<file path="config.mk">
export PLATFORM = sky130hd
export DESIGN_NAME = uint16_to_ascii_digits_flat
export DESIGN_NICKNAME = d
export VERILOG_FILES = /design/src/rtl/u2a_pkg.sv /design/src/rtl/u2a_if.sv /design/src/rtl/u2a_front.sv /design/src/rtl/u2a_fifo.sv /design/src/rtl/u2a_back.sv /design/src/rtl/uint16_to_ascii_digits.sv /design/src/flat_wrapper.sv
export SDC_FILE = /design/constraint.sdc
export NUM_CORES = 1
export LEC_CHECK = 0
export ABC_AREA = 0
export BUFFER_PORTS_ARGS = -buffer_cell sky130_fd_sc_hd__buf_2
export CORE_MARGIN = 2
export CORE_UTILIZATION = 25
export DETAILED_ROUTE_END_ITERATION = 10
export PLACE_DENSITY = 0.36
export SYNTH_ARGS = -nofsm -noshare
export SYNTH_HDL_FRONTEND = slang
export SYNTH_SLANG_ARGS = --single-unit
export TNS_END_PERCENT = 50
</file>
<file path="constraint.sdc">
create_clock -name i_clk -period 14.8 [get_ports i_clk]
set_clock_uncertainty 0.2 [all_clocks]
set_input_delay 1.48 -clock i_clk [delete_from_list [all_inputs] [get_ports i_clk]]
set_output_delay 1.48 -clock i_clk [all_outputs]
set_load 0.05 [all_outputs]
</file>
<file path="src/rtl/u2a_pkg.sv">
// Shared types, constants and helpers for the 16-bit to ASCII digit converter.
`timescale 1ns / 1ps
`default_nettype none

package u2a_pkg;

    localparam int unsigned VALUE_W     = 16;
    localparam int unsigned DIGIT_W     = 4;
    localparam int unsigned CHAR_W      = 8;
    localparam int unsigned LEN_W       = 3;
    localparam int unsigned MAX_DIGITS  = 5;
    localparam int unsigned STEP_W      = 3;
    localparam int unsigned HEX_SHIFT   = 4;
    localparam int unsigned RADIX_DEC   = 10;

    // x / 10 == (x * 52429) >> 19 for every 16-bit x
    localparam int unsigned RECIP_DEC   = 52429;
    localparam int unsigned RECIP_SHIFT = 19;
    localparam int unsigned PROD_W      = 32;

    localparam logic [CHAR_W-1:0] ASCII_ZERO    = 8'h30;
    localparam logic [CHAR_W-1:0] ASCII_UPPER_A = 8'h41;
    localparam logic [CHAR_W-1:0] ASCII_NUL     = 8'h00;

    typedef enum logic [1:0] {
        ST_IDLE,
        ST_CONV,
        ST_PUSH
    } t_front_state;

    // one converted number: digits least significant first
    typedef struct packed {
        logic [MAX_DIGITS-1:0][DIGIT_W-1:0] digits;
        logic [LEN_W-1:0]                   ndig;
    } t_rec;

    typedef struct packed {
        logic valid;
        t_rec rec;
    } t_push;

    typedef struct packed {
        logic empty;
        t_rec rec;
    } t_head;

    function automatic logic [CHAR_W-1:0] digit_to_ascii(input logic [DIGIT_W-1:0] d);
        logic [CHAR_W-1:0] c;
        if (d < DIGIT_W'(RADIX_DEC)) begin
            c = ASCII_ZERO + CHAR_W'(d);
        end else begin
            c = ASCII_UPPER_A + CHAR_W'(d) - CHAR_W'(RADIX_DEC);
        end
        return c;
    endfunction

endpackage

`default_nettype wire

</file>
<file path="src/rtl/u2a_if.sv">
// Valid/ready channel interfaces for the converter input and character output.
`timescale 1ns / 1ps
`default_nettype none

interface u2a_in_if import u2a_pkg::*; ();
    logic               valid;
    logic               ready;
    logic [VALUE_W-1:0] value;
    logic               hex_mode;

    modport source (output valid, output value, output hex_mode, input ready);
    modport sink   (input valid, input value, input hex_mode, output ready);
endinterface

interface u2a_out_if import u2a_pkg::*; ();
    logic              valid;
    logic              ready;
    logic [CHAR_W-1:0] ascii_char;
    logic              last_char;
    logic [LEN_W-1:0]  total_length;

    modport source (output valid, output ascii_char, output last_char,
                    output total_length, input ready);
    modport sink   (input valid, input ascii_char, input last_char,
                    input total_length, output ready);
endinterface

`default_nettype wire

</file>
<file path="src/rtl/u2a_front.sv">
// Front end: accepts a number and extracts its digits, one per cycle.
`timescale 1ns / 1ps
`default_nettype none

module u2a_front import u2a_pkg::*; (
    input  wire         i_clk,
    input  wire         i_rst_n,
    u2a_in_if.sink      i_in,
    output t_push       o_push,
    input  wire         i_full
);

    t_front_state                       r_state, n_state;
    logic [VALUE_W-1:0]                 r_val, n_val;
    logic                               r_hex, n_hex;
    logic [STEP_W-1:0]                  r_step, n_step;
    logic [MAX_DIGITS-1:0][DIGIT_W-1:0] r_digits, n_digits;
    logic [LEN_W-1:0]                   r_ndig, n_ndig;

    logic [PROD_W-1:0]  prod;
    logic [VALUE_W-1:0] quo;
    logic [VALUE_W-1:0] quo_x10;
    logic [DIGIT_W-1:0] digit;
    logic [VALUE_W-1:0] next_val;

    // one radix step on the working value
    always_comb begin
        prod    = PROD_W'(r_val) * PROD_W'(RECIP_DEC);
        quo     = VALUE_W'(prod[PROD_W-1:RECIP_SHIFT]);
        quo_x10 = VALUE_W'(quo * VALUE_W'(RADIX_DEC));
        if (r_hex) begin
            digit    = r_val[DIGIT_W-1:0];
            next_val = r_val >> HEX_SHIFT;
        end else begin
            digit    = DIGIT_W'(r_val - quo_x10);
            next_val = quo;
        end
    end

    always_comb begin
        n_state  = r_state;
        n_val    = r_val;
        n_hex    = r_hex;
        n_step   = r_step;
        n_digits = r_digits;
        n_ndig   = r_ndig;
        i_in.ready   = 1'b0;
        o_push.valid = 1'b0;

        unique case (r_state)
            ST_IDLE: begin
                i_in.ready = 1'b1;
                if (i_in.valid) begin
                    n_val   = i_in.value;
                    n_hex   = i_in.hex_mode;
                    n_step  = '0;
                    n_ndig  = LEN_W'(1);
                    n_state = ST_CONV;
                end
            end
            ST_CONV: begin
                n_digits[r_step] = digit;
                n_val            = next_val;
                n_step           = r_step + STEP_W'(1);
                if (digit != '0) begin
                    n_ndig = LEN_W'(r_step) + LEN_W'(1);
                end
                if (r_step == STEP_W'(MAX_DIGITS - 1)) begin
                    o_push.valid = 1'b1;
                    n_state      = i_full ? ST_PUSH : ST_IDLE;
                end
            end
            ST_PUSH: begin
                o_push.valid = 1'b1;
                if (!i_full) begin
                    n_state = ST_IDLE;
                end
            end
            default: n_state = ST_IDLE;
        endcase

        o_push.rec.digits = n_digits;
        o_push.rec.ndig   = n_ndig;
    end

    always_ff @(posedge i_clk) begin
        if (!i_rst_n) begin
            r_state <= ST_IDLE;
        end else begin
            r_state <= n_state;
        end
        r_val    <= n_val;
        r_hex    <= n_hex;
        r_step   <= n_step;
        r_digits <= n_digits;
        r_ndig   <= n_ndig;
    end

endmodule

`default_nettype wire

</file>
<file path="src/rtl/u2a_fifo.sv">
// Two-entry queue of converted numbers between front and back end.
`timescale 1ns / 1ps
`default_nettype none

module u2a_fifo import u2a_pkg::*; (
    input  wire   i_clk,
    input  wire   i_rst_n,
    input  t_push i_push,
    output logic  o_full,
    input  wire   i_pop,
    output t_head o_head
);

    t_rec       r_mem [2];
    logic       r_wp, n_wp;
    logic       r_rp, n_rp;
    logic [1:0] r_cnt, n_cnt;
    logic       do_push, do_pop;

    always_comb begin
        o_full       = (r_cnt == 2'd2);
        o_head.empty = (r_cnt == 2'd0);
        o_head.rec   = r_mem[r_rp];
        do_push      = i_push.valid && !o_full;
        do_pop       = i_pop && !o_head.empty;
        n_wp         = do_push ? ~r_wp : r_wp;
        n_rp         = do_pop ? ~r_rp : r_rp;
        n_cnt        = r_cnt + 2'(do_push) - 2'(do_pop);
    end

    always_ff @(posedge i_clk) begin
        if (!i_rst_n) begin
            r_wp  <= 1'b0;
            r_rp  <= 1'b0;
            r_cnt <= 2'd0;
        end else begin
            r_wp  <= n_wp;
            r_rp  <= n_rp;
            r_cnt <= n_cnt;
        end
        if (do_push) begin
            r_mem[r_wp] <= i_push.rec;
        end
    end

endmodule

`default_nettype wire

</file>
<file path="src/rtl/u2a_back.sv">
// Back end: walks a converted number out as characters, terminator last.
`timescale 1ns / 1ps
`default_nettype none

module u2a_back import u2a_pkg::*; (
    input  wire         i_clk,
    input  wire         i_rst_n,
    input  t_head       i_head,
    output logic        o_pop,
    u2a_out_if.source   o_out
);

    logic              r_have, n_have;
    t_rec              r_rec, n_rec;
    logic [LEN_W-1:0]  r_idx, n_idx;
    logic              r_ov, n_ov;
    logic [CHAR_W-1:0] r_char, n_char;
    logic              r_last, n_last;
    logic [LEN_W-1:0]  r_len, n_len;

    logic              load;
    logic              at_term;
    logic              pop_fire;
    logic [LEN_W-1:0]  sel;

    always_comb begin
        load     = !r_ov || o_out.ready;
        at_term  = (r_idx == r_rec.ndig);
        o_pop    = !r_have || (load && at_term);
        pop_fire = o_pop && !i_head.empty;
        sel      = r_rec.ndig - LEN_W'(1) - r_idx;

        n_have = r_have;
        n_rec  = r_rec;
        n_idx  = r_idx;
        n_ov   = r_ov;
        n_char = r_char;
        n_last = r_last;
        n_len  = r_len;

        if (load) begin
            n_ov = r_have;
            if (r_have) begin
                n_len = r_rec.ndig + LEN_W'(1);
                n_idx = r_idx + LEN_W'(1);
                if (at_term) begin
                    n_char = ASCII_NUL;
                    n_last = 1'b1;
                    n_have = 1'b0;
                end else begin
                    n_char = digit_to_ascii(r_rec.digits[sel]);
                    n_last = 1'b0;
                end
            end
        end

        // a fresh number takes over once the previous terminator is loaded
        if (pop_fire) begin
            n_have = 1'b1;
            n_rec  = i_head.rec;
            n_idx  = '0;
        end

        o_out.valid        = r_ov;
        o_out.ascii_char   = r_char;
        o_out.last_char    = r_last;
        o_out.total_length = r_len;
    end

    always_ff @(posedge i_clk) begin
        if (!i_rst_n) begin
            r_have <= 1'b0;
            r_ov   <= 1'b0;
            r_idx  <= '0;
        end else begin
            r_have <= n_have;
            r_ov   <= n_ov;
            r_idx  <= n_idx;
        end
        r_rec  <= n_rec;
        r_char <= n_char;
        r_last <= n_last;
        r_len  <= n_len;
    end

endmodule

`default_nettype wire

</file>
<file path="src/rtl/uint16_to_ascii_digits.sv">
// Top level: 16-bit unsigned to ASCII decimal or upper-case hex digit string.
//
// Input channel i_in takes one transaction per number: value and hex_mode.
// Output channel o_out gives one transaction per character, most significant
// digit first without leading zeros, then a NUL with last_char set; every
// character carries total_length (digits plus terminator, 2 to 6).
// The front end does one radix step per cycle (a 16x16 reciprocal
// multiply for decimal, a nibble shift for hex) and takes no new number
// until the current one is pushed. The back end sends one character per
// cycle while o_out.ready is high, i.e. digits + 1 characters per number.
// A two-entry queue sits between the halves and the output is registered,
// so a stalled receiver holds the current character while the front end
// keeps converting until the queue fills; then i_in.ready stays low.
// Synchronous active-low reset empties the queue and drops o_out.valid;
// no other state is kept between numbers.
`timescale 1ns / 1ps
`default_nettype none

module uint16_to_ascii_digits import u2a_pkg::*; (
    input  wire         i_clk,
    input  wire         i_rst_n,
    u2a_in_if.sink      i_in,
    u2a_out_if.source   o_out
);

    t_push push;
    t_head head;
    logic  full;
    logic  pop;

    u2a_front u_front (
        .i_clk   (i_clk),
        .i_rst_n (i_rst_n),
        .i_in    (i_in),
        .o_push  (push),
        .i_full  (full)
    );

    u2a_fifo u_fifo (
        .i_clk   (i_clk),
        .i_rst_n (i_rst_n),
        .i_push  (push),
        .o_full  (full),
        .i_pop   (pop),
        .o_head  (head)
    );

    u2a_back u_back (
        .i_clk   (i_clk),
        .i_rst_n (i_rst_n),
        .i_head  (head),
        .o_pop   (pop),
        .o_out   (o_out)
    );

endmodule

`default_nettype wire

</file>
<file path="src/flat_wrapper.sv">
// flat-port wrapper written by rule: the top's interface ports become plain ports
module uint16_to_ascii_digits_flat import u2a_pkg::*;
  (i_clk, i_rst_n, i_in_valid, i_in_value, i_in_hex_mode, i_in_ready, o_out_valid, o_out_ascii_char, o_out_last_char, o_out_total_length, o_out_ready);
  u2a_in_if i_in_i ();
  u2a_out_if o_out_i ();
  input  wire i_clk;
  input  wire i_rst_n;
  input wire logic [$bits(i_in_i.valid)-1:0] i_in_valid;
  input wire logic [$bits(i_in_i.value)-1:0] i_in_value;
  input wire logic [$bits(i_in_i.hex_mode)-1:0] i_in_hex_mode;
  output wire logic [$bits(i_in_i.ready)-1:0] i_in_ready;
  output wire logic [$bits(o_out_i.valid)-1:0] o_out_valid;
  output wire logic [$bits(o_out_i.ascii_char)-1:0] o_out_ascii_char;
  output wire logic [$bits(o_out_i.last_char)-1:0] o_out_last_char;
  output wire logic [$bits(o_out_i.total_length)-1:0] o_out_total_length;
  input wire logic [$bits(o_out_i.ready)-1:0] o_out_ready;
  assign i_in_i.valid = i_in_valid;
  assign i_in_i.value = i_in_value;
  assign i_in_i.hex_mode = i_in_hex_mode;
  assign i_in_ready = i_in_i.ready;
  assign o_out_valid = o_out_i.valid;
  assign o_out_ascii_char = o_out_i.ascii_char;
  assign o_out_last_char = o_out_i.last_char;
  assign o_out_total_length = o_out_i.total_length;
  assign o_out_i.ready = o_out_ready;
  uint16_to_ascii_digits u_core (.i_clk(i_clk), .i_rst_n(i_rst_n), .i_in(i_in_i), .o_out(o_out_i));
endmodule
</file>
==> impl_metrics.toml <==
[timing]
tightestPinTransition_ns = 1.06
max_freq_mhz = 123
slew_violations = 0
setup_viol = 0
hold_violations = 0
rsz0062_at_grt = "no"
post-route-period-util_pct = 54.8
relSlewSlack_pct = 29.0
whs_ns = 0.273
fin_crit_ns = 8.11
final.setup.tns_ns = 0

[route]
antenna_left = 0
routed_wl_mm = 24.3
dr.pass1.iters = 5
wl_per_cell_microns = 16.8
drtIter0Drc = 307
viasPerCell = 4.16
vias = 6011
drc = 0

[synthesis]
synth_fp_nets = 1112
ys_ff_latch = 134
yosysTopAreaCell = "edfxtp_1"
yosysTopAreaCellShare_pct = 30.0
async_flop_share_pct = 0
synth_area_leaders = "edfxtp_1 30%, ha_1 18%, fa_1 16%"
synth_seq_area_share_pct = 36.8
synth-main-ff-cell = "edfxtp_1"
syn-cell-area_sq_um = 10000
synth.distinct_cells = 68
netlist_instances = 867
synth_edf_count = 100
syn_avg_cell_area_sq_um = 11.6
ys_top_cells_by_count = "176 x inv_1, 142 x ha_1, 100 x edfxtp_1"
ys_warn_count = 0
synth_most_common_cell = "inv_1"

[global_routing]
grt_pass1_wl_mm = 39.4
antenna_found_initial = 0
overflow = 0
grt_max_degree = 36
grt_pass1_vias = 6479
grt_use_total_pct = 12.6

[finish]
ff_latch_area_sq_um = 3680
stdcell_count = 1446
fin_area_sq_um = 11500
multiInputGateArea_sq_um = 5620
antenna_cells = 0
fin_nets = 1153
drive_gt1_share_pct = 13.8
area_delta_synth_final_pct = 14.3
n_fill_cell = 4176

[clock_tree]
cts_inserted_buffers = 17
ctsHoldBuffers = 0
postCtsSetupRepairBufs = 0
clock-sinks = 134
cts_tree = "built"
htreeDepth = 4
insertion_delay_ns = 0.42
cts_resized = 0
cts_root_buffer = "clkbuf_16"
clk_pin_slew_ns = 0.06
cts_buffer_depth = 2

[placement]
place_congestion = 0.749
placed_area_sq_um = 10800
io_buffers = 33
place.detailed.hpwl_mm = 19.5
placed_cells = 1414

[setup_path]
arrival_ns = 8.07
cp-start-kind = "flop"
rrSetupSlack_ns = 6.69
critPathRequiredTime_ns = 14.75
end_kind = "flop"
cp_slowest_cell = "edfxtp_1"
crit_type = "flop to flop"
reg2reg_from = "u_core.u_front.r_val[3]"
path_max_fanout = 8
worstPathCellList = "ha_1, inv_1, fa_1, inv_1, fa_1, fa_1, fa_1, inv_1, fa_1, inv_1, ha_1, and3_2, a221o_1, o21ai_0, or2b_1, xnor2_1, fa_1, and3_1, a211oi_2, mux2i_2, mux2i_1, nor2_1, a221o_1"
critPathMostFrequentCell = "fa_1"
r2r_cells = 23
slowest_delay_ns = 0.58
r2r_end = "u_core.u_fifo.r_mem[1][1]"

[hold_path]
hold_depth = 2
hold_end = "u_core.u_back.o_out.valid"
min_from = "u_core.u_back.r_have"
min-delay-path-class = "flop to flop"

[floorplanning]
core-area_sq_um = 39600
die_h_microns = 204
start_util_pct = 25.3
dieArea_sq_um = 41700
num_rows = 73
num_io_pins = 35
die_w_microns = 204

[run]
drv_cap = 0

[outcome]
status = "finished, final reports clean"
[flip-flops by register name, indices dropped and copies added, names as in the netlist]
register	count
u_core.u_back.r_idx	3
u_core.u_fifo.r_cnt	2
u_core.u_back.o_out.last_char	1
u_core.u_front.r_state	2
u_core.u_front.r_val	16
u_core.u_front.r_step	3
u_core.u_front.r_ndig	3
u_core.u_front.r_hex	1
u_core.u_front.r_digits	20
u_core.u_back.o_out.total_length	3
u_core.u_fifo.r_wp	1
u_core.u_back.o_out.ascii_char	7
u_core.u_back.r_have	1
u_core.u_back.o_out.valid	1
u_core.u_fifo.r_mem	46
u_core.u_fifo.r_rp	1
u_core.u_back.r_rec	23
[worst max-delay path by stage]
stage | start | to | slack (ns) | cells after the start
floorplan | u_core.u_front.r_val[2] | u_core.u_fifo.r_mem[0][1] | 7.34 | 23
global placement | u_core.u_front.r_val[3] | u_core.u_fifo.r_mem[0][1] | 6.79 | 23
detailed placement | u_core.u_front.r_val[3] | u_core.u_fifo.r_mem[0][1] | 6.67 | 23
CTS | u_core.u_front.r_val[3] | u_core.u_fifo.r_mem[1][1] | 6.64 | 23
global route | u_core.u_front.r_val[3] | u_core.u_fifo.r_mem[0][0] | 6.15 | 23
finish | u_core.u_front.r_val[3] | u_core.u_fifo.r_mem[1][1] | 6.69 | 23
[metal layers]
layer	up-vias	track usage, %	part of all wire, %
met4	0	2.41	0.75
met1	2904	19.2	54
met3	15	2.04	2.9
li1	3021	-	-
met2	71	18.8	43
met5	-	0	0
[worst max-delay path: cells and delay by family, from the launching register on]
kind / cells / cell delay [ns]
xor gates and xnor gates: 1 / 0.17
muxes: 2 / 0.77
buffers and inverters: 4 / 0.22
adders and majority gates: 8 / 3.84
AOI/OAI and AO/OA: 4 / 1.27
and+or+nand+nor: 4 / 0.77
DFF: 1 / 0.58
[cell families (layout without fill, tap and decap cells)]
| kind of cell | count (synthesis) | in the layout | share of synthesized area, % |
|---|---|---|---|
| AOI/OAI and AO/OA | 107 | 107 | 7.49 |
| xor gates and xnor gates | 27 | 27 | 2.36 |
| adders and majority gates | 224 | 224 | 34.1 |
| buffers and inverters | 192 | 246 | 7.33 |
| DFF | 134 | 134 | 36.8 |
| muxes | 45 | 45 | 5.44 |
| other | 1 | 1 | 0.0374 |
| and+or+nand+nor | 137 | 137 | 6.47 |
[layout by cell type (no fill, tap or decap), drive strengths merged, types with 6 or more instances in the layout]
cell type / count
a21o: 6
a21oi: 38
a31oi: 6
and2: 8
buf: 37
clkbuf: 20
dfxtp: 34
edfxtp: 100
fa: 82
ha: 142
inv: 177
mux2: 33
mux2i: 8
nand2: 40
nand3: 6
nor2: 45
nor2b: 7
nor3: 8
o21ai: 17
xnor2: 17
xor2: 10
[area by class of cell]
| cell class | count | area share [%] |
|---|---|---|
| multi-input cells | 541 | 49.1 |
| clock inverters | 12 | 1.53 |
| well taps | 525 | 5.73 |
| repair buffers | 37 | 1.70 |
| clock buffers | 20 | 3.99 |
| inverters | 177 | 5.80 |
| flip-flops and latches | 134 | 32.2 |
[through the flow]
stage / util [%] / worst slack (ns)
after global placement: 27.3 / 6.79
after floorplan: - / 7.34
after CTS: 28.9 / 6.64
after global routing: 28.9 / 6.15
after detailed placement: 27.3 / 6.67
final: 28.9 / 6.69
Power is not shown: default switching activity piles up to over one toggle a cycle in this logic, so the estimate is an artifact.
